$ cat src/sv/union_find_path_compression_unit_defines.svh
// ----------------------------------------------------------------------------
// Assertion macros for the union-find unit
// Concurrent assertion helpers clocked on clk_i and disabled during rst_ni.
// ----------------------------------------------------------------------------
`ifndef UNION_FIND_PATH_COMPRESSION_UNIT_DEFINES_SVH
`define UNION_FIND_PATH_COMPRESSION_UNIT_DEFINES_SVH

`ifndef SYNTHESIS

// Condition that must hold whenever the block is out of reset.
`define UFPC_ASSERT(lbl, cond) \
  lbl: assert property (@(posedge clk_i) disable iff (!rst_ni) (cond)) \
    else $error("union-find unit: assertion failed");

// Antecedent in one cycle implies consequent in the next.
`define UFPC_ASSERT_NEXT(lbl, ante, cons) \
  lbl: assert property (@(posedge clk_i) disable iff (!rst_ni) (ante) |=> (cons)) \
    else $error("union-find unit: assertion failed");

`else

`define UFPC_ASSERT(lbl, cond)
`define UFPC_ASSERT_NEXT(lbl, ante, cons)

`endif

`endif

$ cat src/sv/ufpc_pkg.sv
// ----------------------------------------------------------------------------
// Union-find package
// Table sizes and the structs passed between the sequencer and the top level.
// ----------------------------------------------------------------------------
package ufpc_pkg;

  // Element index width; every index of that width is a table entry.
  localparam int IDX_W    = 10;
  localparam int ELEMENTS = 1 << IDX_W;
  // A set can hold every element, so one more bit than the index.
  localparam int SIZE_W   = IDX_W + 1;

  // Access to the parent-link table.
  typedef struct packed {
    logic             we;
    logic [IDX_W-1:0] waddr;
    logic [IDX_W-1:0] wdata;
    logic [IDX_W-1:0] raddr;
  } ufpc_par_req_t;

  // Access to the set-size table.
  typedef struct packed {
    logic              we;
    logic [IDX_W-1:0]  waddr;
    logic [SIZE_W-1:0] wdata;
    logic [IDX_W-1:0]  raddr;
  } ufpc_size_req_t;

  // Finished result offered by the sequencer.
  typedef struct packed {
    logic             valid;
    logic [IDX_W-1:0] root;
    logic             merged;
  } ufpc_res_t;

endpackage

$ cat src/sv/ufpc_seq.sv
// ----------------------------------------------------------------------------
// Union-find sequencer
// Walks parent chains, compresses them and merges sets, with at most one write
// and one read on each table a cycle, and clears both tables after reset.
// ----------------------------------------------------------------------------
`include "union_find_path_compression_unit_defines.svh"

module ufpc_seq (
  input  logic                         clk_i,
  input  logic                         rst_ni,
  input  logic                         in_valid_i,
  output logic                         in_ready_o,
  input  logic                         req_type_i,
  input  logic [ufpc_pkg::IDX_W-1:0]   elem_a_i,
  input  logic [ufpc_pkg::IDX_W-1:0]   elem_b_i,
  output ufpc_pkg::ufpc_par_req_t      par_req_o,
  input  logic [ufpc_pkg::IDX_W-1:0]   par_rdata_i,
  output ufpc_pkg::ufpc_size_req_t     size_req_o,
  input  logic [ufpc_pkg::SIZE_W-1:0]  size_rdata_i,
  output ufpc_pkg::ufpc_res_t          res_o,
  input  logic                         res_ready_i
);

  localparam int IW = ufpc_pkg::IDX_W;
  localparam int SW = ufpc_pkg::SIZE_W;

  localparam logic [2:0] S_CLEAR = 3'd0;
  localparam logic [2:0] S_IDLE  = 3'd1;
  localparam logic [2:0] S_WALK  = 3'd2;
  localparam logic [2:0] S_CWALK = 3'd3;
  localparam logic [2:0] S_FEND  = 3'd4;
  localparam logic [2:0] S_SZB   = 3'd5;
  localparam logic [2:0] S_MERGE = 3'd6;
  localparam logic [2:0] S_DONE  = 3'd7;

  logic [2:0]    state_q, state_d;
  logic [IW-1:0] clr_q, clr_d;
  logic [IW-1:0] cur_q, cur_d;
  logic [IW-1:0] start_q, start_d;
  logic [IW-1:0] root_q, root_d;
  logic [IW-1:0] ra_q, ra_d;
  logic [SW-1:0] sa_q, sa_d;
  logic          op_b_q, op_b_d;
  logic          req_type_q, req_type_d;
  logic [IW-1:0] elem_b_q, elem_b_d;
  logic [IW-1:0] res_root_q, res_root_d;
  logic          res_merged_q, res_merged_d;
  logic [SW-1:0] size_sum;

  // Sizes never exceed the element count, so the sum fits.
  assign size_sum = sa_q + size_rdata_i;

  // Control state.
  always_ff @(posedge clk_i or negedge rst_ni) begin
    if (!rst_ni) begin
      state_q <= S_CLEAR;
      clr_q   <= '0;
    end else begin
      state_q <= state_d;
      clr_q   <= clr_d;
    end
  end

  // Working registers of the current item.
  always_ff @(posedge clk_i) begin
    cur_q        <= cur_d;
    start_q      <= start_d;
    root_q       <= root_d;
    ra_q         <= ra_d;
    sa_q         <= sa_d;
    op_b_q       <= op_b_d;
    req_type_q   <= req_type_d;
    elem_b_q     <= elem_b_d;
    res_root_q   <= res_root_d;
    res_merged_q <= res_merged_d;
  end

  // Sequencer: at most one write and one read on each table per cycle.
  always_comb begin
    state_d      = state_q;
    clr_d        = clr_q;
    cur_d        = cur_q;
    start_d      = start_q;
    root_d       = root_q;
    ra_d         = ra_q;
    sa_d         = sa_q;
    op_b_d       = op_b_q;
    req_type_d   = req_type_q;
    elem_b_d     = elem_b_q;
    res_root_d   = res_root_q;
    res_merged_d = res_merged_q;
    in_ready_o   = 1'b0;
    par_req_o    = '0;
    size_req_o   = '0;

    unique case (state_q)
      S_CLEAR: begin
        // Every entry becomes its own root of a set of one.
        par_req_o.we     = 1'b1;
        par_req_o.waddr  = clr_q;
        par_req_o.wdata  = clr_q;
        size_req_o.we    = 1'b1;
        size_req_o.waddr = clr_q;
        size_req_o.wdata = SW'(1);
        clr_d            = clr_q + IW'(1);
        if (clr_q == IW'(ufpc_pkg::ELEMENTS - 1)) begin
          state_d = S_IDLE;
        end
      end
      S_IDLE: begin
        in_ready_o = 1'b1;
        if (in_valid_i) begin
          req_type_d      = req_type_i;
          elem_b_d        = elem_b_i;
          cur_d           = elem_a_i;
          start_d         = elem_a_i;
          op_b_d          = 1'b0;
          par_req_o.raddr = elem_a_i;
          state_d         = S_WALK;
        end
      end
      S_WALK: begin
        // Read data is the parent of the current entry.
        if (par_rdata_i == cur_q) begin
          root_d = cur_q;
          if (cur_q == start_q) begin
            state_d = S_FEND;
          end else begin
            cur_d           = start_q;
            par_req_o.raddr = start_q;
            state_d         = S_CWALK;
          end
        end else begin
          cur_d           = par_rdata_i;
          par_req_o.raddr = par_rdata_i;
        end
      end
      S_CWALK: begin
        // Point the current entry at the root and move to its old parent.
        par_req_o.we    = 1'b1;
        par_req_o.waddr = cur_q;
        par_req_o.wdata = root_q;
        if (par_rdata_i == root_q) begin
          state_d = S_FEND;
        end else begin
          cur_d           = par_rdata_i;
          par_req_o.raddr = par_rdata_i;
        end
      end
      S_FEND: begin
        if (!op_b_q) begin
          if (req_type_q) begin
            // Union: go on to the second element.
            ra_d            = root_q;
            op_b_d          = 1'b1;
            cur_d           = elem_b_q;
            start_d         = elem_b_q;
            par_req_o.raddr = elem_b_q;
            state_d         = S_WALK;
          end else begin
            res_root_d   = root_q;
            res_merged_d = 1'b0;
            state_d      = S_DONE;
          end
        end else if (ra_q == root_q) begin
          res_root_d   = ra_q;
          res_merged_d = 1'b0;
          state_d      = S_DONE;
        end else begin
          size_req_o.raddr = ra_q;
          state_d          = S_SZB;
        end
      end
      S_SZB: begin
        sa_d             = size_rdata_i;
        size_req_o.raddr = root_q;
        state_d          = S_MERGE;
      end
      S_MERGE: begin
        // Smaller set goes under the larger; ties keep the first root.
        par_req_o.we     = 1'b1;
        size_req_o.we    = 1'b1;
        size_req_o.wdata = size_sum;
        if (sa_q < size_rdata_i) begin
          par_req_o.waddr  = ra_q;
          par_req_o.wdata  = root_q;
          size_req_o.waddr = root_q;
          res_root_d       = root_q;
        end else begin
          par_req_o.waddr  = root_q;
          par_req_o.wdata  = ra_q;
          size_req_o.waddr = ra_q;
          res_root_d       = ra_q;
        end
        res_merged_d = 1'b1;
        state_d      = S_DONE;
      end
      S_DONE: begin
        if (res_ready_i) begin
          state_d = S_IDLE;
        end
      end
      default: begin
        state_d = S_CLEAR;
      end
    endcase
  end

  assign res_o.valid  = (state_q == S_DONE);
  assign res_o.root   = res_root_q;
  assign res_o.merged = res_merged_q;

  // An accepted item starts with a walk.
  `UFPC_ASSERT_NEXT(a_accept_walks, in_valid_i && in_ready_o, state_q == S_WALK)
  // Only a union can report a merge.
  `UFPC_ASSERT(a_merge_union, res_o.valid && res_o.merged |-> req_type_q)
  // Outside the clearing pass no entry is ever linked to itself.
  `UFPC_ASSERT(a_no_self_link,
               par_req_o.we && state_q != S_CLEAR |-> par_req_o.waddr != par_req_o.wdata)
  // Sizes change only when clearing or merging.
  `UFPC_ASSERT(a_size_write,
               size_req_o.we |-> state_q == S_CLEAR || state_q == S_MERGE)

endmodule

$ cat config.mk
export PLATFORM = sky130hd
export DESIGN_NAME = ufpc_seq
export DESIGN_NICKNAME = d
export VERILOG_FILES = /design/src/sv/ufpc_pkg.sv /design/src/sv/ufpc_seq.sv
export VERILOG_INCLUDE_DIRS = /design/src /design/src/sv
export SDC_FILE = /design/constraint.sdc
export NUM_CORES = 1
export LEC_CHECK = 0
export BUFFER_PORTS_ARGS = -buffer_cell sky130_fd_sc_hd__clkbuf_2
export CAP_MARGIN = 15
export CORE_AREA = 2 2 120 110
export DETAILED_ROUTE_END_ITERATION = 12
export DIE_AREA = 0 0 122 112
export PLACE_DENSITY = 0.79
export SKIP_LAST_GASP = 1
export SLEW_MARGIN = 20
export SYNTH_ARGS = -nofsm -noshare
export SYNTH_HDL_FRONTEND = slang
export SYNTH_SLANG_ARGS = --single-unit
$ cat constraint.sdc
create_clock -name clk_i -period 2.4 [get_ports clk_i]
set_input_delay 0.12 -clock clk_i [delete_from_list [all_inputs] [get_ports clk_i]]
set_output_delay 0.12 -clock clk_i [all_outputs]
set_load 0.02 [all_outputs]
==> key figures, run 1 <==
Timing
  – Setup violations, final: 55
  – Final TNS setup: -16.83 ns
  – Final Cycle Share: 1.209
  – Worst-case hold slack: 0.03892 ns
  – Post-route minimum period: 2.901 ns
  – Highest Clock Rate: 0.3447 GHz
  – Measured slew at the worst slew-check pin: 0.6571 ns
  – Number of max-slew violations in the final report: 0
  – Setup repair after global routing missed its margin: true
  – Skew final: 0.01240 ns
  – Worst slew margin relative to its limit: 0.5619
  – Count of endpoints failing hold in the final timing report: 0
  – Setup ws final: -0.5014 ns

Critical path
  – Most Frequent Cell on Critical Path: sky130_fd_sc_hd__buf_6
  – Crit Path Category: reg -> out
  – Critical path capture point: par_req_o[22]
  – Slowest stage cell, crit path: sky130_fd_sc_hd__edfxtp_1
  – Reg-to-reg endpoint: res_root_q[2]
  – Worst stage delay on the critical path: 0.44 ns
  – Arrival time at the worst endpoint: 2.78 ns
  – Worst setup SP type: flip-flop
  – Sequence of cells on the critical path: ha_4 -> nor2b_1 -> o21a_1 -> o2111ai_4 -> a211o_4 -> buf_6 -> mux2i_1 -> or3_1 -> buf_6
  – Worst Reg2Reg Path Length in Cells: 9
  – CP required: 2.28 ns
  – Largest fanout of any net on the critical path: 5
  – Setup crit start: sa_q[1]
  – Beginning of the worst register-to-register path: sa_q[1]
  – Register-to-register setup slack: -0.37 ns
  – Crit. End Element: output pin

Power and ir drop
  – Flop pwr share: 0.337
  – LEAKAGE: 3.793 nW
  – Int Pwr: 0.003613 W
  – Peak supply drop: 420.3 uV
  – Part of the total power dissipated in combinational logic: 0.402
  – Switching share of total power: 0.3337
  – Pwr Density: 614.8 nW/um2
  – Clk pwr share: 0.261
  – Switching pwr: 0.001810 W

Route
  – Number of iterations in the first detailed-routing pass: 6
  – Final WL: 21.21 mm
  – DRC viols: 0
  – Routed vias/inst: 6.148
  – Initial DRC count: 851
  – Via count of the routed design: 6277
  – Average wire per standard cell: 20.77 um
  – DRT antenna net count: 0

Logic synthesis
  – Portion of synthesized cell area occupied by the leading cell type: 0.3581
  – Mean post-synth cell area: 9.741 um2
  – Synthesized instance count: 637
  – Sequential cell area fraction in the yosys report: 0.4106
  – Post-Synthesis Cell Area: 6205 um2
  – Cell with the most instances after synthesis: sky130_fd_sc_hd__edfxtp_1
  – Library cell with the largest summed area after synthesis: sky130_fd_sc_hd__edfxtp_1
  – Post-synth top flop: sky130_fd_sc_hd__edfxtp_1
  – Net count of the mapped netlist: 706
  – Unique masters post-synth: 58
  – Most common library cells after synthesis: 74 x sky130_fd_sc_hd__edfxtp_1, 63 x sky130_fd_sc_hd__nand2_1, 41 x sky130_fd_sc_hd__xnor2_1
  – Fraction of registers with async set/reset: 0.1494
  – Top cells by area, synth: sky130_fd_sc_hd__edfxtp_1 36%, sky130_fd_sc_hd__xnor2_1 5.8%, sky130_fd_sc_hd__dfrtp_1 5.2%
  – Number of synthesized register bits: 87
  – EDFF count, synth: 74
  – Synth warn: 0

Global routing
  – Initial antenna violation count: 0
  – Global routing usage summed across all routing layers: 0.2907
  – Wire length of the first global-routing pass: 31.33 mm
  – Vias in the first global route: 6186
  – Largest net degree at the start of global routing: 29
  – Total grt overflow: 0

Placed design
  – Placed Cells incl. Taps: 944
  – Placed wire-length estimate: 13.72 mm
  – Quantity of I/O buffers inserted on ports: 121
  – Placement Cell Area: 7346 um2
  – Final RePlAce weighted congestion: 0.9265

Final layout
  – Fraction of final layout cells with drive strength greater than 1: 0.3687
  – Finished Layout Cells: 1021
  – Final cell area excluding filler cells: 8821 um2
  – Area Overhead vs Synth: 42.17%
  – Final #Nets: 921
  – Post-Route Utilization: 0.7089
  – Inserted Diodes: 0

Floorplan
  – Number of I/O pins: 122
  – Floorplan die width: 122 um
  – Vert. Die Dim: 112 um
  – Site row count: 39
  – Core Footprint: 12440 um2
  – Die outline area: 13660 um2
  – Initial Util: 0.4986

Outcome
  – Failing checks: setup timing
  – Run status: complete, but fails checks

Clock network
  – Clock tree buffer depth: 2
  – H-tree Lvls: 3
  – Clock insertion delay at the later pin of the skew report: 0.35 ns
  – Number of clock sinks: 87
  – Post-CTS clock slew at the launch and capture registers of the worst setup and hold paths: 0.07 ns
  – CTS tree: done
  – Library cell used as clock root buffer: sky130_fd_sc_hd__clkbuf_16
  – Num CTS Buffers: 9

Worst hold path
  – Class of the most critical hold timing path: in -> reg

Flow run
  – Number of max-cap violations: 0
## critical path, delay by kind of cell, from the launching register on
kind            cells  cell delay, ns
compound gates      3            0.79
simple gates        2            0.50
flops               1            0.44
buf+inv             2            0.29
fa+ha+maj           1            0.29
mux                 1            0.10
## cell type report
class,instances,area (um2)
multi-input cells,470,3737
fillers,825,3622
flip-flops and latches,87,2547
repair buffers,248,1897
clock buffers,14,285.3
well taps,164,205.2
inverters,36,135.1
clock inverters,2,13.76
## per-layer routing
layer,up-vias,global-route usage,share of wire
li1,2811,-,-
met2,410,0.4901,0.48
met4,0,0.09502,0.039
met5,-,0,0
met1,2976,0.3694,0.40
met3,80,0.06506,0.081
## state kept, by name, summed over array words and instances (netlist names)
register	flops
res_merged_q	1
sa_q	11
start_q	10
req_type_q	1
root_q	10
ra_q	10
state_q	3
elem_b_q	10
res_root_q	10
clr_q	10
op_b_q	1
cur_q	10
## worst min-delay path by stage
stage / cells past startpoint / endpoint / start / slack, ns
detailed placement: 1 / state_q[2] / rst_ni / 0.04
finish: 1 / sa_q[0] / size_rdata_i[0] / 0.04
floorplan: 0 / clr_q[0] / rst_ni / -0.18
CTS: 1 / sa_q[0] / size_rdata_i[0] / 0.02
global route: 1 / sa_q[0] / size_rdata_i[0] / 0.03
global placement: 1 / state_q[0] / rst_ni / 0.02
## logic make-up after synthesis
family,Yosys count,synth area share
DFF,87,0.4106
AOI/OAI and AO/OA,167,0.2004
adders and majority gates,23,0.04759
muxes,33,0.05646
and+or+nand+nor,191,0.1529
buffers and inverters,81,0.05445
xor gates and xnor gates,55,0.07764
## per-stage QoR
step	total power, W	setup slack [ns]
final	0.005423	-0.5014
after global routing	0.005612	-0.5614
after CTS	0.005223	-0.4250
after detailed placement	0.003438	-0.1190
after global placement	0.003407	-0.3205
after floorplan	0.002846	-0.1679
## layout by cell type (no fill, tap or decap), drive strengths merged, types with 12 or more instances in the layout
master       synthesis  layout
a22o                20      20
mux2i               17      17
or3                 16      16
ha                  22      22
mux2                16      16
inv                 36      36
xnor2               41      41
a21oi               22      22
a221o               12      12
nand2               63      63
clkbuf              30      99
dlygate4sd3          0      21
dfrtp               13      13
nand4               12      12
buf                 15     142
edfxtp              74      74
nor2                35      35
xor2                14      14
nand3               23      23
o21ai               38      38
## power groups by stage
stage	logic [W]	registers [W]	clock network (W)
after floorplan	0.000984	0.00186	0
after global placement	0.00155	0.00186	0
after global routing	0.00230	0.00184	0.00148
final	0.00218	0.00183	0.00142
after detailed placement	0.00157	0.00186	0
after CTS	0.00198	0.00182	0.00142
## what timing repair did
action                                 4_1_cts  5_1_grt
setup endpoints to repair                   65       70
resized for setup                           90       96
endpoints found under the hold margin       33        0
setup buffers                               27       11
pin swaps                                   35       17
gates cloned                                 2        1
hold buffers                                21        0
(Power assumes the default switching activity.)
==> run 2: changes to the inputs <==
MAX_ROUTING_LAYER = met4   (was default)
==> run 2 against run 1 <==
The run still ends with setup timing left. Combinational power shrank 3%. Worst hold slack lost 0.00060 ns. Sequential power is essentially flat. Count of clock-buffer cells in the layout shrank 3. Fmax grew 1.7%. Critical endpoint is now par_req_o[24]. Largest cell class unchanged. Highest routed layer unchanged.
==> key figures, run 2 (synthesis gave the netlist of run 1 again) <==
Outcome
  – Run status: complete, but fails checks
  – Failing checks: setup timing

Final layout
  – Inserted Diodes: 0 (unchanged)
  – Area Overhead vs Synth: 41.88%
  – Fraction of final layout cells with drive strength greater than 1: 0.3724 (+0.003637)
  – Final cell area excluding filler cells: 8803 um2 (-0.20%)
  – Final #Nets: 918 (-0.33%)
  – Leading cell type in the layout, fill and taps excluded: sky130_fd_sc_hd__buf_4
  – Register with the highest flop count: sa_q
  – Largest register FFs: 11 (unchanged)
  – Highest-count cells in the layout ignoring fill and taps: 94 x sky130_fd_sc_hd__buf_4, 82 x sky130_fd_sc_hd__clkbuf_2, 74 x sky130_fd_sc_hd__edfxtp_1
  – Fill count: 842 (+2.1%)

Timing
  – Highest Clock Rate: 0.3506 GHz (+1.7%)
  – Skew final: 0.007925 ns (-0.004473 ns)
  – Setup ws final: -0.4520 ns (+0.04938 ns)
  – Number of max-slew violations in the final report: 0 (unchanged)
  – Worst slew margin relative to its limit: 0.5551 (-0.006849)
  – Post-route minimum period: 2.852 ns (-0.04938 ns)
  – Setup repair after global routing missed its margin: true
  – Setup violations, final: 54 (-1.8%)
  – Final TNS setup: -15.53 ns (+1.304 ns)
  – Measured slew at the worst slew-check pin: 0.6649 ns (+0.007818 ns)
  – Final Cycle Share: 1.188 (-0.02058)
  – Count of endpoints failing hold in the final timing report: 0 (unchanged)

Route
  – Routed vias/inst: 6.196 (+0.79%)
  – Initial DRC count: 838 (-1.5%)
  – Number of iterations in the first detailed-routing pass: 6 (unchanged)
  – Via count of the routed design: 6308 (+0.49%)
  – DRC viols: 0 (unchanged)
  – Average wire per standard cell: 20.89 um (+0.57%)
  – DRT antenna net count: 0 (unchanged)
  – Final WL: 21.26 mm (+0.27%)

Critical path
  – Worst stage delay on the critical path: 0.40 ns (-0.04 ns)
  – Setup crit start: sa_q[1]
  – Worst setup SP type: flip-flop
  – Sequence of cells on the critical path: ha_1 -> nor2b_1 -> o21a_1 -> o2111ai_4 -> a211o_4 -> buf_6 -> mux2i_1 -> or3_4 -> clkbuf_8
  – Family with the most delay on the worst path: compound AO/OA/AOI/OAI gates
  – CP required: 2.28 ns (about the same)
  – Arrival time at the worst endpoint: 2.73 ns (-0.05 ns)
  – Number of buffer and inverter stages on the critical path: 2 (unchanged)
  – Beginning of the worst register-to-register path: sa_q[1]
  – Crit Path Category: reg -> out
  – Slowest stage cell, crit path: sky130_fd_sc_hd__edfxtp_1
  – Crit. End Element: output pin
  – Largest fanout of any net on the critical path: 7 (+2)

Worst hold path
  – Hold Startpoint: size_rdata_i[0]
  – Class of the most critical hold timing path: in -> reg

Global routing
  – Largest net degree at the start of global routing: 29 (unchanged)
  – Wire length of the first global-routing pass: 32.08 mm (+2.4%)
  – Global routing usage summed across all routing layers: 0.3122 (+0.02151)
  – Total grt overflow: 0 (unchanged)
  – Vias in the first global route: 6143 (-0.70%)
  – Initial antenna violation count: 0 (unchanged)

Clock network
  – Library cell used as clock root buffer: sky130_fd_sc_hd__clkbuf_16
  – CTS tree: done
  – Clock insertion delay at the later pin of the skew report: 0.35 ns (about the same)
  – Num CTS Buffers: 9 (unchanged)
  – Number of clock sinks: 87 (unchanged)
  – Clock tree buffer depth: 2 (unchanged)
  – Post-CTS clock slew at the launch and capture registers of the worst setup and hold paths: 0.06 ns (about the same)
  – H-tree Lvls: 3 (unchanged)

Floorplan
  – Initial Util: 0.4986 (unchanged)
  – Floorplan die width: 122 um (unchanged)
  – Number of I/O pins: 122 (unchanged)
  – Core Footprint: 12440 um2 (unchanged)
  – Die outline area: 13660 um2 (unchanged)
  – Vert. Die Dim: 112 um (unchanged)
  – Site row count: 39 (unchanged)

Placed design
  – Placed wire-length estimate: 13.62 mm (-0.74%)
  – Quantity of I/O buffers inserted on ports: 121 (unchanged)
  – Final RePlAce weighted congestion: 0.9370 (+1.1%)
  – Pre-CTS WS: -0.1223 ns (-0.003235 ns)
  – Placement Cell Area: 7316 um2 (-0.41%)

Power and ir drop
  – Total chip power: 0.005461 W (+0.71%)
  – Pwr Density: 620.3 nW/um2 (+0.91%)
  – LEAKAGE: 3.783 nW (-0.25%)
  – Peak supply drop: 645.6 uV (+54%)

Flow run
  – Number of max-cap violations: 0 (unchanged)
==> run 2: cell count changes in the layout (fill, tap and decap cells not counted), moves of 3 or more <==
| cell | change |
|---|---|
| sky130_fd_sc_hd__mux2_2 | +3 |
| sky130_fd_sc_hd__a21oi_1 | -3 |
| sky130_fd_sc_hd__mux2_4 | -3 |
| sky130_fd_sc_hd__buf_6 | -4 |
| sky130_fd_sc_hd__clkbuf_4 | +7 |
| sky130_fd_sc_hd__a21oi_2 | +4 |
| sky130_fd_sc_hd__buf_4 | -8 |
| sky130_fd_sc_hd__clkbuf_2 | +4 |
==> run 2: worst paths after layout <==
path / end / slack (ns) / cells past startpoint
hold / removal: sa_q[0] / 0.04 / 1
min in group asynchronous: clr_q[9] / 0.22 / 2
hold reg to reg: clr_q[4] / 0.55 / 1
setup reg to reg: res_root_q[0] / -0.37 / 10
setup / recovery: par_req_o[24] / -0.45 / 9
max in group asynchronous: state_q[1] / 1.90 / 2
==> run 2: power by group <==
group / switching [W] / internal [W]
clock network: 0.000588 / 0.000915
logic: 0.00113 / 0.000978
registers: 0.0000935 / 0.00175
==> run 2: per-layer routing <==
metal	up-vias	wire length, um	track usage
met4	0	688	0.1080
met1	3023	8383	0.3901
li1	2796	-	-
met5	-	0	-
met3	66	1825	0.05738
met2	423	10370	0.5088
==> run 2: repair_timing <==
item,4_1_cts,5_1_grt
endpoints found under the hold margin,33,0
setup endpoints to repair,65,67
setup buffers,23,15
pin swaps,30,20
gates resized for setup,99,65
hold buffers,21,0
gates cloned,3,0
==> run 2: cell type report <==
| class | count | area, um2 | share of cell area |
|---|---|---|---|
| sequential | 87 | 2549 | 0.2895 |
| timing repair buffer | 245 | 1838 | 0.2088 |
| clock inverter | 5 | 81.33 | 0.009238 |
| tap | 164 | 205.2 | 0.02331 |
| inverter | 36 | 135.1 | 0.01535 |
| multi-input combinational | 470 | 3762 | 0.4274 |
| clock buffer | 11 | 232.7 | 0.02644 |
==> run 2: metrics by stage <==
stage / utilization / instances / hold WS [ns]
floorplan: - / 637 / -0.1756
global placement: 0.5875 / 940 / 0.02236
detailed placement: 0.5879 / 940 / 0.03696
CTS: 0.6793 / 1003 / 0.02708
global route: 0.7075 / 1018 / 0.02820
finish: 0.7075 / 1018 / 0.03832
==> run 3: changes to the inputs <==
CORE_AREA = 2 2 127 117   (was 2 2 120 110)
DIE_AREA = 0 0 129 119   (was 0 0 122 112)
PLACE_DENSITY = 0.72   (was 0.79)
REMOVE_ABC_BUFFERS = 1   (was default)
clock period = 2.6 ns   (was 2.4 ns; I/O delays follow)
==> run 3 against run 2 <==
Critical endpoint unchanged. Clock power fell by 5%. The run still ends with setup timing left. Final area fell by 2.8%. Final cell count rose by 0.69%. Sequential share of layout area rose by 0.81 points. First-iteration DRC count fell by 23%. Sequential power fell by 8%. Global-route usage fell by 6.1 points. Via count fell by 4.9%.
==> key figures, run 3 (synthesis gave the netlist of run 1 again) <==
Outcome
  – Run status: complete, but fails checks
  – Failing checks: setup timing

Final layout
  – Fraction of final layout cells with drive strength greater than 1: 0.3579 (-0.01445)
  – Highest-count cells in the layout ignoring fill and taps: 97 x sky130_fd_sc_hd__clkbuf_2, 74 x sky130_fd_sc_hd__edfxtp_1, 73 x sky130_fd_sc_hd__buf_4
  – Register with the highest flop count: sa_q
  – Final cell area excluding filler cells: 8558 um2 (-2.8%)
  – Largest register FFs: 11 (unchanged)
  – Inserted Diodes: 0 (unchanged)
  – Area Overhead vs Synth: 37.93%
  – Finished Layout Cells: 1025 (+0.69%)
  – Leading cell type in the layout, fill and taps excluded: sky130_fd_sc_hd__clkbuf_2
  – Fill count: 1145 (+36%)
  – Final #Nets: 891 (-2.9%)

Critical path
  – Worst setup SP type: flip-flop
  – Worst stage delay on the critical path: 0.49 ns (+0.09 ns)
  – Arrival time at the worst endpoint: 2.71 ns (-0.02 ns)
  – Slowest stage cell, crit path: sky130_fd_sc_hd__ha_1
  – Crit Path Category: reg -> out
  – CP required: 2.47 ns (+0.19 ns)
  – Crit. End Element: output pin
  – Largest fanout of any net on the critical path: 5 (-2)
  – Sequence of cells on the critical path: ha_1 -> nand4_1 -> a211o_4 -> buf_6 -> mux2i_1 -> or3_1 -> clkbuf_8

Power and ir drop
  – LEAKAGE: 3.694 nW (-2.4%)
  – Pwr Density: 565.8 nW/um2 (-8.8%)
  – Peak supply drop: 359.4 uV (-44%)

Floorplan
  – Floorplan die width: 129 um (+5.7%)
  – Die outline area: 15350 um2 (+12%)
  – Initial Util: 0.4357 (-0.06295)
  – Number of I/O pins: 122 (unchanged)
  – Site row count: 42 (+7.7%)
  – Vert. Die Dim: 119 um (+6.3%)
  – Core Footprint: 14240 um2 (+14%)

Route
  – Via count of the routed design: 6000 (-4.9%)
  – Final WL: 19.61 mm (-7.8%)
  – Number of iterations in the first detailed-routing pass: 6 (unchanged)
  – Average wire per standard cell: 19.13 um (-8.4%)
  – Initial DRC count: 648 (-23%)
  – Routed vias/inst: 5.854 (-5.5%)
  – DRT antenna net count: 0 (unchanged)
  – DRC viols: 0 (unchanged)

Placed design
  – Quantity of I/O buffers inserted on ports: 121 (unchanged)
  – Placed Cells incl. Taps: 953 (+1.4%)
  – Final RePlAce weighted congestion: 0.8769 (-6.4%)
  – Placed wire-length estimate: 13.22 mm (-2.9%)
  – Placement Cell Area: 7196 um2 (-1.6%)

Global routing
  – Global routing usage summed across all routing layers: 0.2516 (-0.06055)
  – Wire length of the first global-routing pass: 29.54 mm (-7.9%)
  – Vias in the first global route: 5823 (-5.2%)
  – Largest net degree at the start of global routing: 29 (unchanged)
  – Total grt overflow: 0 (unchanged)
  – Initial antenna violation count: 0 (unchanged)

Timing
  – Final Cycle Share: 1.093
  – Measured slew at the worst slew-check pin: 0.7217 ns (+0.05678 ns)
  – Count of endpoints failing hold in the final timing report: 0 (unchanged)
  – Setup repair after global routing missed its margin: true
  – Setup violations, final: 40 (-26%)
  – Number of max-slew violations in the final report: 0 (unchanged)
  – Highest Clock Rate: 0.3519 GHz
  – Post-route minimum period: 2.842 ns
  – Setup ws final: -0.2416 ns (+0.2104 ns)
  – Skew final: 0.006465 ns (-0.001459 ns)
  – Worst slew margin relative to its limit: 0.5184 (-0.03673)

Clock network
  – Post-CTS clock slew at the launch and capture registers of the worst setup and hold paths: 0.07 ns (about the same)
  – Clock insertion delay at the later pin of the skew report: 0.35 ns (about the same)
  – Clock tree buffer depth: 2 (unchanged)
  – Number of clock sinks: 87 (unchanged)
  – CTS tree: done
  – Library cell used as clock root buffer: sky130_fd_sc_hd__clkbuf_16
  – Num CTS Buffers: 9 (unchanged)
  – H-tree Lvls: 3 (unchanged)

Worst hold path
  – Class of the most critical hold timing path: in -> reg

Flow run
  – Number of max-cap violations: 0 (unchanged)
## run 3: cell count changes in the layout (fill, tap and decap cells not counted), moves of 4 or more
cell	previous run	this run
sky130_fd_sc_hd__a21oi_1	13	18
sky130_fd_sc_hd__a21oi_2	7	3
sky130_fd_sc_hd__a32oi_1	5	0
sky130_fd_sc_hd__buf_4	94	73
sky130_fd_sc_hd__buf_6	19	15
sky130_fd_sc_hd__buf_8	5	0
sky130_fd_sc_hd__clkbuf_2	82	97
sky130_fd_sc_hd__clkbuf_4	7	0
sky130_fd_sc_hd__clkbuf_8	8	2
sky130_fd_sc_hd__or3_1	12	7
sky130_fd_sc_hd__or3_4	4	9
## run 3: stage by stage
step / utilization / setup TNS [ns] / hold slack [ns] / total power (W) / setup slack (ns)
detailed placement: 0.5053 / -0.02692 / 0.04923 / 0.003126 / -0.02692
CTS: 0.5585 / -7.039 / 0.0004752 / 0.004652 / -0.2558
global placement: 0.5049 / -3.736 / 0.03454 / 0.003105 / -0.3294
finish: 0.6009 / -6.638 / 0.005402 / 0.004842 / -0.2416
floorplan: - / -18.52 / -0.1656 / 0.002589 / -0.5453
global route: 0.6009 / -10.12 / -0.001218 / 0.005028 / -0.2963
## run 3: power breakdown
part / switching [W] / internal, W / total, W / leakage [nW]
Combinational: 0.000965 / 0.000732 / 0.00170 / 2.70
Clock: 0.000588 / 0.000844 / 0.00143 / 0.148
Sequential: 0.0000962 / 0.00162 / 0.00171 / 0.850
## run 3: routing by layer
layer / vias to the layer above / GRT usage / routed length (um)
li1: 2753 / - / -
met1: 2881 / 0.3153 / 8133
met2: 330 / 0.4071 / 9542
met3: 36 / 0.04807 / 1592
met4: 0 / 0.09035 / 342
met5: - / - / 0
## run 3: final cells by class
type	instances	area, um2	share of cell area
flip-flops and latches	87	2547	0.2977
clock inverters	7	96.34	0.01126
well taps	198	247.7	0.02895
inverters	36	135.1	0.01579
multi-input cells	470	3761	0.4395
repair buffers	218	1545	0.1806
clock buffers	9	225.2	0.02632
## run 3: final timing paths
kind	startpoint	endpoint	slack (ns)	cells after the start
setup / recovery	sa_q[10]	par_req_o[24]	-0.24	7
hold / removal	size_rdata_i[0]	sa_q[0]	0.005	1
setup reg to reg	sa_q[10]	res_root_q[3]	-0.22	8
hold reg to reg	clr_q[4]	clr_q[4]	0.51	1
max in group asynchronous	rst_ni	clr_q[5]	2.13	2
min in group asynchronous	rst_ni	clr_q[2]	0.21	2
## run 3: critical path: cells and delay by family, from the launching register on
| kind | cells | cell delay [ns] |
|---|---|---|
| DFF | 1 | 0.39 |
| adders and majority gates | 1 | 0.49 |
| muxes | 1 | 0.10 |
| and+or+nand+nor | 2 | 0.68 |
| AOI/OAI and AO/OA | 1 | 0.38 |
| buffers and inverters | 2 | 0.31 |
## run 3: repair_timing
action	in CTS	in global routing
setup endpoints to repair	42	71
endpoints found under the hold margin	30	1
setup buffers	11	24
cloned	0	4
hold buffers	18	1
pin swaps	9	27
gates resized for setup	33	107
